`config.mk`:
```
export PLATFORM = sky130hd
export DESIGN_NAME = sactc_ram
export DESIGN_NICKNAME = d
export VERILOG_FILES = /design/src/sv/sactc_ram.sv
export SDC_FILE = /design/constraint.sdc
export NUM_CORES = 2
export LEC_CHECK = 0
export BUFFER_PORTS_ARGS = -buffer_cell sky130_fd_sc_hd__buf_2
export CAP_MARGIN = 20
export CORE_AREA = 10 10 331 652
export DETAILED_ROUTE_END_ITERATION = 16
export DIE_AREA = 0 0 341 662
export GPL_TIMING_DRIVEN = 0
export SLEW_MARGIN = 20
export SYNTH_ARGS = -nofsm -noshare
export SYNTH_HDL_FRONTEND = slang
export SYNTH_SLANG_ARGS = --single-unit
```
`constraint.sdc`:
```
create_clock -name clock -period 3.25 [get_ports clock]
set_clock_uncertainty 0.15 [all_clocks]
set_input_delay 0.65 -clock clock [delete_from_list [all_inputs] [get_ports clock]]
set_output_delay 0.65 -clock clock [all_outputs]
set_load 0.02 [all_outputs]
```
`src/sv/sactc_ram.sv`:
```
// generic single-port-write, single-port-read ram with registered read data
module sactc_ram #(
   parameter int WIDTH = 8,
   parameter int DEPTH = 256
) (
   input  logic                                  clock,
   input  logic                                  wr_en,
   input  logic [(DEPTH > 1 ? $clog2(DEPTH) : 1)-1:0] wr_addr,
   input  logic [WIDTH-1:0]                      wr_data,
   input  logic [(DEPTH > 1 ? $clog2(DEPTH) : 1)-1:0] rd_addr,
   output logic [WIDTH-1:0]                      rd_data
);

   logic [WIDTH-1:0] mem_ff [DEPTH];
   logic [WIDTH-1:0] rd_data_ff;

   always_ff @(posedge clock) begin
      if (wr_en) begin
         mem_ff[wr_addr] <= wr_data;
      end
      rd_data_ff <= mem_ff[rd_addr];
   end

   assign rd_data = rd_data_ff;

endmodule

```
==> metrics.cfg <==
[sta]
finalSetupTns_ns=-6.759
period_needed_ns=3.402
period_share=1.047
worst_pin_slew_ns=1.211
final-setup-viol-count=136
timing.fmax_mhz=294.0
rsz0062_at_grt=yes
slew_viol_final=0
layout_setup_ws_ns=-0.1516
hold_violations=0
maxSlewHeadroom=0.1927

[run_status]
violations=negative setup slack
status=complete, but fails checks

[finish]
fin_util=0.4406
nNetsFinal=3994
drive_gt1_frac=0.2570
fin_cells=6833
syn_to_final_growth_pct=13.50

[worst_setup_path]
cp_cell_sequence=clkbuf_1 > nor2b_1 > clkbuf_1 > nand3_1 > clkbuf_2 > nor2_1
critPathKind=in2reg
critPathArrivalTime_ns=3.72
crit_fanout=10
cp-end-kind=register
crit_top_cell=clkbuf_1
cpPeakStageDelay_ns=0.95
required_ns=3.57
start_kind=primary input
slowest_stage=nor2_1

[drt]
antenna_left=0
wl_mm=261.1
drt-pass1-iter-count=6
drcViolationCount=0
viasPerCell=5.948
drt_iter0_markers=4953
routedWlPerCell_um=38.21
via_count=40644

[power]
p_leak_nw=27.52
finalPower_mw=53.40
powerDensity_nw_per_um2=591.4
ir_worst_vdd_mv=0.4526

[floorplanning]
io-pin-count=34
dieArea_um2=225700
core_um2=204900
die_y_um=662
fp-row-count=235
fp.dieW_um=341
start_util=0.3882

[clocking]
cts_sinks=2056
cts_buffers=168
clk_path_buf_depth=4
cts-root-buf=clkbuf_16
cts.clk_slew.worst_paths_ns=0.07
cts_tree=done
clock_latency_ns=0.88
cts_max_level=4

[job]
cap_violations=0

[yosys]
synth-seq-area-share=0.7750
ys_async_sr_fraction=0
syn_inst=3733
synthesis.nets=3759
synth_edf_count=2048
yosysUniqueCellTypes=55
synthFlopType=edfxtp_1
ys_warn_count=0
yosys.area.top_type=edfxtp_1
syn-cell-area_um2=79560
syn_avg_cell_area_um2=21.31
synth.area.top_cells=edfxtp_1, mux4_2, mux2i_1, nor2_1, a22oi_1
synth_top_area_frac=0.7730
ys_seq_elements=2056

[hold_path]
min_path_type=in2reg

[place]
hpwl_mm=185.2
gp_congestion=0.9992
dp.cells=6522
dp_worst_setup_slack_ns=-2.034
port_buffers=26

[global_route]
grt-ovfl-total=0
first_global_vias=41598
antenna_found_initial=15
grt_pass1_wl_mm=351.8
grt_util_all_layers=0.2284
grt_max_degree=125

-- stage by stage --
stage | hold slack [ns] | cell area (um2)
5_1_grt | 0.03497 | 90270
2_1_floorplan | 0.5989 | 79560
3_3_place_gp | 0.9236 | 83100
6_report | 0.01739 | 90300
3_5_place_dp | 0.8911 | 84130
4_1_cts | 0.01737 | 90070
-- worst paths after layout --
kind | slack (ns) | to | cells after the start | start
max | -0.15 | mem_ff[177][7]$_DFFE_PP_ | 6 | wr_addr[0]
max reg2reg | 0.33 | rd_data[5]$_DFF_P_ | 6 | mem_ff[83][5]$_DFFE_PP_
min reg2reg | 1.11 | rd_data[0]$_DFF_P_ | 5 | mem_ff[50][0]$_DFFE_PP_
min | 0.02 | mem_ff[170][7]$_DFFE_PP_ | 1 | wr_data[7]
-- routing by layer --
layer	global-route usage	vias to the layer above	wire length [um]
li1	-	16144	-
met1	0.2264	21661	78450
met2	0.4134	2118	137800
met3	0.03633	715	17490
met4	0.1933	6	27300
met5	0	-	37
-- power by group --
group | switching, mW | internal [mW] | total (mW)
Clock | 9.46 | 11.3 | 20.8
Sequential | 0.0188 | 29.2 | 29.2
Combinational | 2.39 | 1.05 | 3.44
-- area by class of cell --
cell class                 instances  area [um2]
antenna                           14       35.03
buffer                           231        1654
clock buffer                     204        4454
clock inverter                    92       928.4
fill                           17403      114600
inverter                           2       11.26
multi-input combinational       1442       17060
sequential                      2056       61660
tap                             2725        3410
timing repair buffer              67        1084
-- logic make-up after synthesis --
kind of cell | count (synthesis) | share of synthesized area
AOI/OAI and AO/OA | 385 | 0.03419
buffers and inverters | 235 | 0.01831
DFF | 2056 | 0.7750
muxes | 591 | 0.1462
and+or+nand+nor | 466 | 0.02628
-- flip-flops by register name (all words and copies together) (netlist names) --
| name | count |
|---|---|
| mem_ff | 2048 |
| rd_data | 8 |
-- synthesized netlist by cell type (3+ instances only) --
cell type	instances
edfxtp_1	2048
mux4_2	454
nor2_1	282
mux2i_1	134
a22oi_1	133
clkbuf_1	111
a21oi_1	96
o221ai_1	46
nand3_1	34
nand2_1	33
buf_2	31
nor2b_1	31
o22ai_1	28
buf_4	27
nor4_1	24
buf_1	22
nor3_1	22
buf_6	21
a211oi_1	16
a221oi_1	13
buf_8	13
nand4_1	10
o211ai_1	10
o21ai_0	10
a22o_1	8
buf_12	8
dfxtp_1	8
nand2b_1	8
and2_1	6
o22a_1	5
o32ai_1	4
or2_2	4
nor4_2	3
-- placed cells by master (no fill, tap or decap), types with 7 or more instances in the layout --
master and n:
mux2i_1 134, clkbuf_16 172, o211ai_1 10, a22o_1 8, buf_8 21, buf_4 50, a211oi_1 14, a21oi_1 83
nand2_1 33, clkinv_2 32, mux4_2 454, buf_6 26, nand3_1 34, o221ai_1 46, buf_16 20, buf_2 38
nor2_1 247, clkbuf_1 73, clkbuf_2 52, buf_1 8, dfxtp_1 8, a22oi_1 133, nand4_1 10, nor3_1 9
nor4_2 15, nor3_2 10, nand2b_1 8, clkinv_1 33, nor2_2 35, buf_12 21, diode_2 14, nor4_4 12
bufinv_16 19, o22ai_1 27, nor2b_1 29, edfxtp_1 2048, clkbuf_4 17, a221oi_1 7, a21oi_2 13
-- worst max-delay path, delay by kind of cell --
family	cells	cell delay (ns)
simple gates	3	1.59
buf+inv	3	1.46
-- what timing repair did --
item / in CTS / in global routing
setup endpoints to repair: 32 / 381
hold buffers: 1 / 0
pin swaps: 1 / 1
hold endpoints to repair: 8 / 0
resized for setup: 149 / 66
setup buffers: 0 / 2
Power figures use the tool's default switching activity.
