==> src/sv/sactc_pkg.sv <==
// shared types and constants of the set-associative cache tag controller
package sactc_pkg;

   localparam int ADDR_W = 32;
   localparam int TAG_W = 32;
   localparam int MODE_W = 2;
   localparam int OUT_SET_W = 8;
   localparam int OUT_WAY_W = 2;
   localparam int OUT_MWR_W = 2;
   localparam int CSR_IDX_W = 3;
   localparam int CSR_DATA_W = 4;

   localparam logic [MODE_W-1:0] MODE_READ = 2'd0;
   localparam logic [MODE_W-1:0] MODE_WRITE = 2'd1;
   localparam logic [MODE_W-1:0] MODE_INSTR = 2'd2;

   localparam logic [CSR_IDX_W-1:0] CSR_REPLACEMENT_MODE = 3'd0;
   localparam logic [CSR_IDX_W-1:0] CSR_WRITE_BACK = 3'd1;
   localparam logic [CSR_IDX_W-1:0] CSR_WRITE_ALLOCATE = 3'd2;
   localparam logic [CSR_IDX_W-1:0] CSR_BLOCK_SHIFT = 3'd3;
   localparam logic [CSR_IDX_W-1:0] CSR_SET_BITS = 3'd4;

   localparam logic REPL_LRU = 1'b0;
   localparam logic REPL_FIFO = 1'b1;

   typedef enum logic {
      ST_CLEAR,
      ST_RUN
   } state_type;

   typedef struct packed {
      logic                 hit;
      logic                 allocated;
      logic                 evicted;
      logic                 dirty_writeback;
      logic [OUT_WAY_W-1:0] way;
      logic                 memory_read;
      logic [OUT_MWR_W-1:0] mem_write_count;
   } rsp_type;

   typedef struct packed {
      logic replacement_mode;
      logic write_back;
      logic write_allocate;
   } policy_type;

endpackage

==> src/sv/sactc_lookup.sv <==
// tag match, victim choice and rank update of one set row
module sactc_lookup #(
   parameter int WAYS = 4,
   parameter int RANK_W = 2,
   parameter int WAY_W = 2
) (
   input  logic [WAYS-1:0]                          valid_row,
   input  logic [WAYS-1:0]                          dirty_row,
   input  logic [WAYS-1:0][sactc_pkg::TAG_W-1:0]    tag_row,
   input  logic [WAYS-1:0][RANK_W-1:0]              lru_row,
   input  logic [WAYS-1:0][RANK_W-1:0]              fifo_row,
   input  logic [sactc_pkg::TAG_W-1:0]              tag,
   input  logic                                     is_write,
   input  sactc_pkg::policy_type                    policy,
   output logic [WAYS-1:0]                          valid_new,
   output logic [WAYS-1:0]                          dirty_new,
   output logic [WAYS-1:0][sactc_pkg::TAG_W-1:0]    tag_new,
   output logic [WAYS-1:0][RANK_W-1:0]              lru_new,
   output logic [WAYS-1:0][RANK_W-1:0]              fifo_new,
   output sactc_pkg::rsp_type                       rsp
);

   import sactc_pkg::*;

   localparam logic [RANK_W-1:0] RANK_MAX = RANK_W'(WAYS - 1);
   localparam logic [RANK_W:0] RANK_NONE = (RANK_W + 1)'(WAYS);

   logic [WAYS-1:0]  match;
   logic             hit;
   logic [WAY_W-1:0] hit_way;
   logic             any_invalid;
   logic [WAY_W-1:0] invalid_way;
   logic [WAY_W-1:0] oldest_way;
   logic [WAY_W-1:0] victim;
   logic             alloc;
   logic             around;
   logic [WAY_W-1:0] target;
   logic             was_valid;
   logic             was_dirty;
   logic [RANK_W:0]  lru_old;
   logic [RANK_W:0]  fifo_old;
   logic             wb;
   logic             wt;

   always_comb begin
      hit_way = '0;
      invalid_way = '0;
      oldest_way = '0;
      for (int w = WAYS - 1; w >= 0; w--) begin
         match[w] = valid_row[w] && (tag_row[w] == tag);
         if (match[w]) begin
            hit_way = WAY_W'(w);
         end
         if (!valid_row[w]) begin
            invalid_way = WAY_W'(w);
         end
         if (policy.replacement_mode == REPL_FIFO) begin
            if (fifo_row[w] == RANK_MAX) begin
               oldest_way = WAY_W'(w);
            end
         end else begin
            if (lru_row[w] == RANK_MAX) begin
               oldest_way = WAY_W'(w);
            end
         end
      end
      hit = |match;
      any_invalid = ~&valid_row;
      victim = any_invalid ? invalid_way : oldest_way;
      around = !hit && is_write && !policy.write_allocate;
      alloc = !hit && !around;
      target = hit ? hit_way : victim;
      was_valid = valid_row[target];
      was_dirty = dirty_row[target];
      lru_old = was_valid ? {1'b0, lru_row[target]} : RANK_NONE;
      fifo_old = was_valid ? {1'b0, fifo_row[target]} : RANK_NONE;
      wb = alloc && was_valid && was_dirty;
      wt = is_write && !policy.write_back && (hit || alloc);
   end

   always_comb begin
      valid_new = valid_row;
      dirty_new = dirty_row;
      tag_new = tag_row;
      lru_new = lru_row;
      fifo_new = fifo_row;
      if (hit || alloc) begin
         for (int w = 0; w < WAYS; w++) begin
            if ((WAY_W'(w) != target) && valid_row[w]) begin
               if (({1'b0, lru_row[w]} < lru_old) && (lru_row[w] < RANK_MAX)) begin
                  lru_new[w] = lru_row[w] + 1'b1;
               end
               if (alloc && ({1'b0, fifo_row[w]} < fifo_old) &&
                   (fifo_row[w] < RANK_MAX)) begin
                  fifo_new[w] = fifo_row[w] + 1'b1;
               end
            end
         end
         lru_new[target] = '0;
      end
      if (alloc) begin
         fifo_new[target] = '0;
         valid_new[target] = 1'b1;
         tag_new[target] = tag;
         dirty_new[target] = is_write && policy.write_back;
      end else if (hit && is_write && policy.write_back) begin
         dirty_new[target] = 1'b1;
      end
   end

   always_comb begin
      rsp.hit = hit;
      rsp.allocated = alloc;
      rsp.evicted = alloc && was_valid;
      rsp.dirty_writeback = wb;
      rsp.way = around ? '0 : OUT_WAY_W'(target);
      rsp.memory_read = alloc;
      rsp.mem_write_count = OUT_MWR_W'(wb) + OUT_MWR_W'(wt) + OUT_MWR_W'(around);
   end

endmodule

==> config.mk <==
export PLATFORM = sky130hd
export DESIGN_NAME = sactc_lookup
export DESIGN_NICKNAME = d
export VERILOG_FILES = /design/src/sv/sactc_pkg.sv /design/src/sv/sactc_lookup.sv
export SDC_FILE = /design/constraint.sdc
export NUM_CORES = 1
export LEC_CHECK = 0
export BUFFER_PORTS_ARGS = -buffer_cell sky130_fd_sc_hd__buf_2
export CAP_MARGIN = 40
export CORE_AREA = 2 2 134 136
export DETAILED_ROUTE_END_ITERATION = 10
export DIE_AREA = 0 0 136 138
export PLACE_DENSITY = 0.66
export SYNTH_ARGS = -nofsm -noshare
export SYNTH_HDL_FRONTEND = slang
export SYNTH_SLANG_ARGS = --single-unit
==> constraint.sdc <==
create_clock -name vclk -period 4.45
set_clock_uncertainty 0.05 [all_clocks]
set_input_delay 0.2225 -clock vclk [all_inputs]
set_output_delay 0.2225 -clock vclk [all_outputs]
set_load 0.03 [all_outputs]
==> report_table.html <==
<table>
<tr><th>Metric</th><th>Value</th></tr>
<tr><th colspan="2">Status</th></tr>
<tr><td>Status</td><td>finished clean</td></tr>
<tr><th colspan="2">Worst setup path</th></tr>
<tr><td>Critical path, cell by cell</td><td>buf_2 -&gt; xnor2_2 -&gt; buf_4 -&gt; nand4b_1 -&gt; or4_4 -&gt; nor3_4 -&gt; or3_4 -&gt; nand2_2 -&gt; buf_4 -&gt; o211ai_2 -&gt; and2_4 -&gt; nand2_1 -&gt; ha_1 -&gt; or2_2 -&gt; a21boi_1 -&gt; mux2i_1 -&gt; or3b_1 -&gt; buf_2</td></tr>
<tr><td>CP max stage delay</td><td>580 ps</td></tr>
<tr><td>Required time worst endpoint</td><td>around 4200 ps</td></tr>
<tr><td>CP Data Arrival Time</td><td>3900 ps</td></tr>
<tr><td>Cell depth of the worst setup path</td><td>18</td></tr>
<tr><td>Max stage delay cell, worst path</td><td>sky130_fd_sc_hd__or4_4</td></tr>
<tr><td>Critical path capture point type</td><td>output port</td></tr>
<tr><td>Kind of cell adding the most delay to the critical path</td><td>simple AND/OR/NAND/NOR gates</td></tr>
<tr><td>Count of buffer and inverter cells on the critical path</td><td>4</td></tr>
<tr><td>Top fanout value on the critical path</td><td>8</td></tr>
<tr><td>WS Path Type</td><td>input pin to output port</td></tr>
<tr><td>Kind of start point of the critical path</td><td>input pin</td></tr>
<tr><th colspan="2">Detailed routing</th></tr>
<tr><td>Via-per-instance ratio</td><td>roughly 5.3</td></tr>
<tr><td>Average wire per cell in the routed design</td><td>about 22 um</td></tr>
<tr><td>Final Routed Wirelength</td><td>26.6 mm</td></tr>
<tr><td>Number of DRC violations after detailed-routing iteration 0</td><td>269</td></tr>
<tr><td># DRC</td><td>0</td></tr>
<tr><td>Detailed-routing iteration count for the pre-antenna-repair pass</td><td>5</td></tr>
<tr><td>Vias</td><td>between 6000 and 7000</td></tr>
<tr><td>Post-route antenna net violation count</td><td>0</td></tr>
<tr><th colspan="2">Finish</th></tr>
<tr><td>Most common library cell in the layout ignoring fill and taps</td><td>sky130_fd_sc_hd__buf_2</td></tr>
<tr><td>Number of clock buffer instances in the layout</td><td>0</td></tr>
<tr><td>Seq_cells</td><td>0</td></tr>
<tr><td>Sequential cell area</td><td>0 um2</td></tr>
<tr><td>Final cell count without fillers</td><td>around 1200</td></tr>
<tr><td>Net count, final</td><td>1176</td></tr>
<tr><td>End-of-flow core utilization</td><td>41.7%</td></tr>
<tr><td>Layout overhead on the synthesized area</td><td>43.8%</td></tr>
<tr><td>Top library cells by usage in the layout, fill and taps aside</td><td>sky130_fd_sc_hd__buf_2 (349), sky130_fd_sc_hd__mux2_2 (129), sky130_fd_sc_hd__xor2_1 (71)</td></tr>
<tr><td>Fraction of layout cells with a size suffix above 1</td><td>58.6%</td></tr>
<tr><th colspan="2">STA</th></tr>
<tr><td>RSZ-0062 raised after global routing</td><td>no</td></tr>
<tr><td>Measured slew at the worst slew-check pin</td><td>between 700 and 800 ps</td></tr>
<tr><td>Post-Route Setup TNS</td><td>0 ps</td></tr>
<tr><td>Total of endpoints with negative setup slack in the final report</td><td>0</td></tr>
<tr><td>Relative max-transition margin</td><td>52.8%</td></tr>
<tr><td>Worst hold slack</td><td>slightly below 800 ps</td></tr>
<tr><td>Final critical delay including setup and external delays</td><td>4170 ps</td></tr>
<tr><td>Final critical-path share of the clock period</td><td>93.8%</td></tr>
<tr><td>Max-slew violation count</td><td>0</td></tr>
<tr><td>Final Hold Fails</td><td>0</td></tr>
<tr><td>Final worst slack</td><td>278 ps</td></tr>
<tr><td>Fmax</td><td>around 0.24 GHz</td></tr>
<tr><th colspan="2">Yosys</th></tr>
<tr><td>Netlist area before placement</td><td>0.00508 mm2</td></tr>
<tr><td>Library cell with the largest summed area after synthesis</td><td>sky130_fd_sc_hd__mux2_2</td></tr>
<tr><td>Post-Syn Instances</td><td>630</td></tr>
<tr><td>Cell variety after synth</td><td>73</td></tr>
<tr><td>Seq/Total Area, Yosys</td><td>0%</td></tr>
<tr><td>Leading post-synthesis cells by cell area</td><td>sky130_fd_sc_hd__mux2_2 (29%), sky130_fd_sc_hd__xor2_1 (12%), sky130_fd_sc_hd__xnor2_1 (9.8%)</td></tr>
<tr><td>Syn. warnings</td><td>0</td></tr>
<tr><td>Fraction of post-synthesis cell area in the top cell type by area</td><td>between 20% and 30%</td></tr>
<tr><td>Syn Nets</td><td>835</td></tr>
<tr><td>Synthesized area per cell</td><td>8.07 um2</td></tr>
<tr><th colspan="2">Placed design</th></tr>
<tr><td>Placer Congestion</td><td>slightly below 1</td></tr>
<tr><td>Half-perimeter wire length after detailed placement</td><td>22.9 mm</td></tr>
<tr><td>Placed Instances</td><td>1197</td></tr>
<tr><td>Count of buffers inserted at the top-level ports</td><td>between 300 and 400</td></tr>
<tr><td>Pre-CTS setup slack</td><td>28.0 ps</td></tr>
<tr><th colspan="2">Power</th></tr>
<tr><td>Part of the total power dissipated in combinational logic</td><td>100.0%</td></tr>
<tr><td>Worst IR drop on VDD</td><td>0.000120 V</td></tr>
<tr><td>Psw</td><td>732 uW</td></tr>
<tr><td>Leakage power summed over all cells</td><td>0.00341 uW</td></tr>
<tr><td>Power density of the placed cells</td><td>159 mW/mm2</td></tr>
<tr><td>P_int</td><td>between 400 and 500 uW</td></tr>
<tr><td>Switching part of the total</td><td>62.9%</td></tr>
<tr><td>Share of total power in sequential cells</td><td>0%</td></tr>
<tr><td>Share of power burned in the clock network</td><td>0%</td></tr>
<tr><th colspan="2">Global route</th></tr>
<tr><td>GR met3 Demand/Resource</td><td>1.36%</td></tr>
<tr><td>Maximum number of pins on one net before global-route repair</td><td>36</td></tr>
<tr><td>Busiest layer in global routing</td><td>met2</td></tr>
<tr><td>Met1 demand-to-capacity share in global routing</td><td>34.4%</td></tr>
<tr><td>Global routing met2 resource utilization</td><td>about half</td></tr>
<tr><td>GRT Residual Overflow</td><td>0</td></tr>
<tr><td>Initial antenna violation count</td><td>4</td></tr>
<tr><td>GRT Resource Usage Total</td><td>around a quarter</td></tr>
<tr><td>Vias in the first global route</td><td>6187</td></tr>
<tr><td>Global-route wire length before repair</td><td>approximately 38 mm</td></tr>
<tr><th colspan="2">Min path</th></tr>
<tr><td>Hold WC Path Type</td><td>input pin to output port</td></tr>
<tr><td>Hold Path Depth</td><td>4</td></tr>
<tr><th colspan="2">Floorplan</th></tr>
<tr><td>Die area</td><td>0.0188 mm2</td></tr>
<tr><td>Width of the chip</td><td>136 um</td></tr>
<tr><td>Std cell rows</td><td>49</td></tr>
<tr><td>Initial standard-cell utilization of the core</td><td>29.0%</td></tr>
<tr><td>Placeable core region</td><td>~0.018 mm2</td></tr>
<tr><td>Vertical die dimension</td><td>roughly 140 um</td></tr>
<tr><td># IOs</td><td>between 300 and 400</td></tr>
<tr><th colspan="2">Job</th></tr>
<tr><td>Max-capacitance violation count</td><td>0</td></tr>
</table>
synth_stat cells, types with 5 or more instances:
library cell               count
sky130_fd_sc_hd__inv_1        20
sky130_fd_sc_hd__nand4_1      25
sky130_fd_sc_hd__o22ai_1       5
sky130_fd_sc_hd__or4_4         5
sky130_fd_sc_hd__mux2i_1       6
sky130_fd_sc_hd__nand2_1      31
sky130_fd_sc_hd__xnor2_1      57
sky130_fd_sc_hd__buf_6         6
sky130_fd_sc_hd__ha_1         16
sky130_fd_sc_hd__nor3_1       14
sky130_fd_sc_hd__buf_4         8
sky130_fd_sc_hd__xor2_1       71
sky130_fd_sc_hd__o21ai_0      20
sky130_fd_sc_hd__buf_2        35
sky130_fd_sc_hd__mux2_2      129
sky130_fd_sc_hd__nand4b_1      6
sky130_fd_sc_hd__clkbuf_1      6
sky130_fd_sc_hd__nor2_2        5
sky130_fd_sc_hd__nand3_1      13
sky130_fd_sc_hd__nor2_1       28
sky130_fd_sc_hd__nor4_1       30
metrics by stage:
step	instance area (um2)	total power (uW)
after CTS	7200	1150
after global routing	7310	1230
after floorplan	5080	746
final	7310	1160
after detailed placement	7200	1150
after global placement	7170	1140
cell type report:
cell class / instances / area, um2
Fill cell: 1889 / 10200
Multi-Input combinational cell: 555 / 4800
Timing Repair Buffer: 394 / 2140
Tap cell: 229 / 287
Inverter: 20 / 75.1
Antenna cell: 4 / 10.0
layer usage:
layer | routed length [um] | up-vias
li1 | - | 3018
met3 | 1280 | 23
met2 | 13600 | 266
met4 | 413 | 0
met5 | 0 | -
met1 | 11300 | 3007
path summary, 6_finish.rpt:
| check | start | end | slack (ps) |
|---|---|---|---|
| worst max-delay path | tag[25] | fifo_new[7] | 280 |
| worst min-delay path | dirty_row[1] | dirty_new[1] | 790 |
cells by family (layout without fill, tap and decap cells):
| family | Yosys count | after routing | share of synthesized area (%) |
|---|---|---|---|
| mux | 139 | 139 | 31.4 |
| compound gates | 74 | 74 | 10.8 |
| buf+inv | 75 | 414 | 7.88 |
| simple gates | 197 | 197 | 23.5 |
| other cells | 0 | 4 | 0 |
| fa+ha+maj | 17 | 17 | 4.33 |
| xor+xnor | 128 | 128 | 22.1 |
tightest hold or removal path, delay by kind of cell:
kind | cells | cell delay (ps)
buffers and inverters | 2 | 280
and+or+nand+nor | 1 | 50
AOI/OAI and AO/OA | 1 | 60
power by group through the flow:
| stage | Sequential, uW | Combinational [uW] | Clock, uW |
|---|---|---|---|
| 3_5_place_dp | 0 | 1150 | 0 |
| 5_1_grt | 0 | 1230 | 0.000120 |
| 2_1_floorplan | 0 | 746 | 0 |
| 3_3_place_gp | 0 | 1140 | 0 |
| 4_1_cts | 0 | 1150 | 0 |
| 6_report | 0 | 1160 | 0.000120 |
repair_timing:
item | CTS | global route
setup endpoints to repair | 0 | 16
hold buffers | 0 | 0
buffers inserted | 0 | 1
gates resized for setup | 0 | 18
Note: power is estimated with default switching activity, not from simulation.
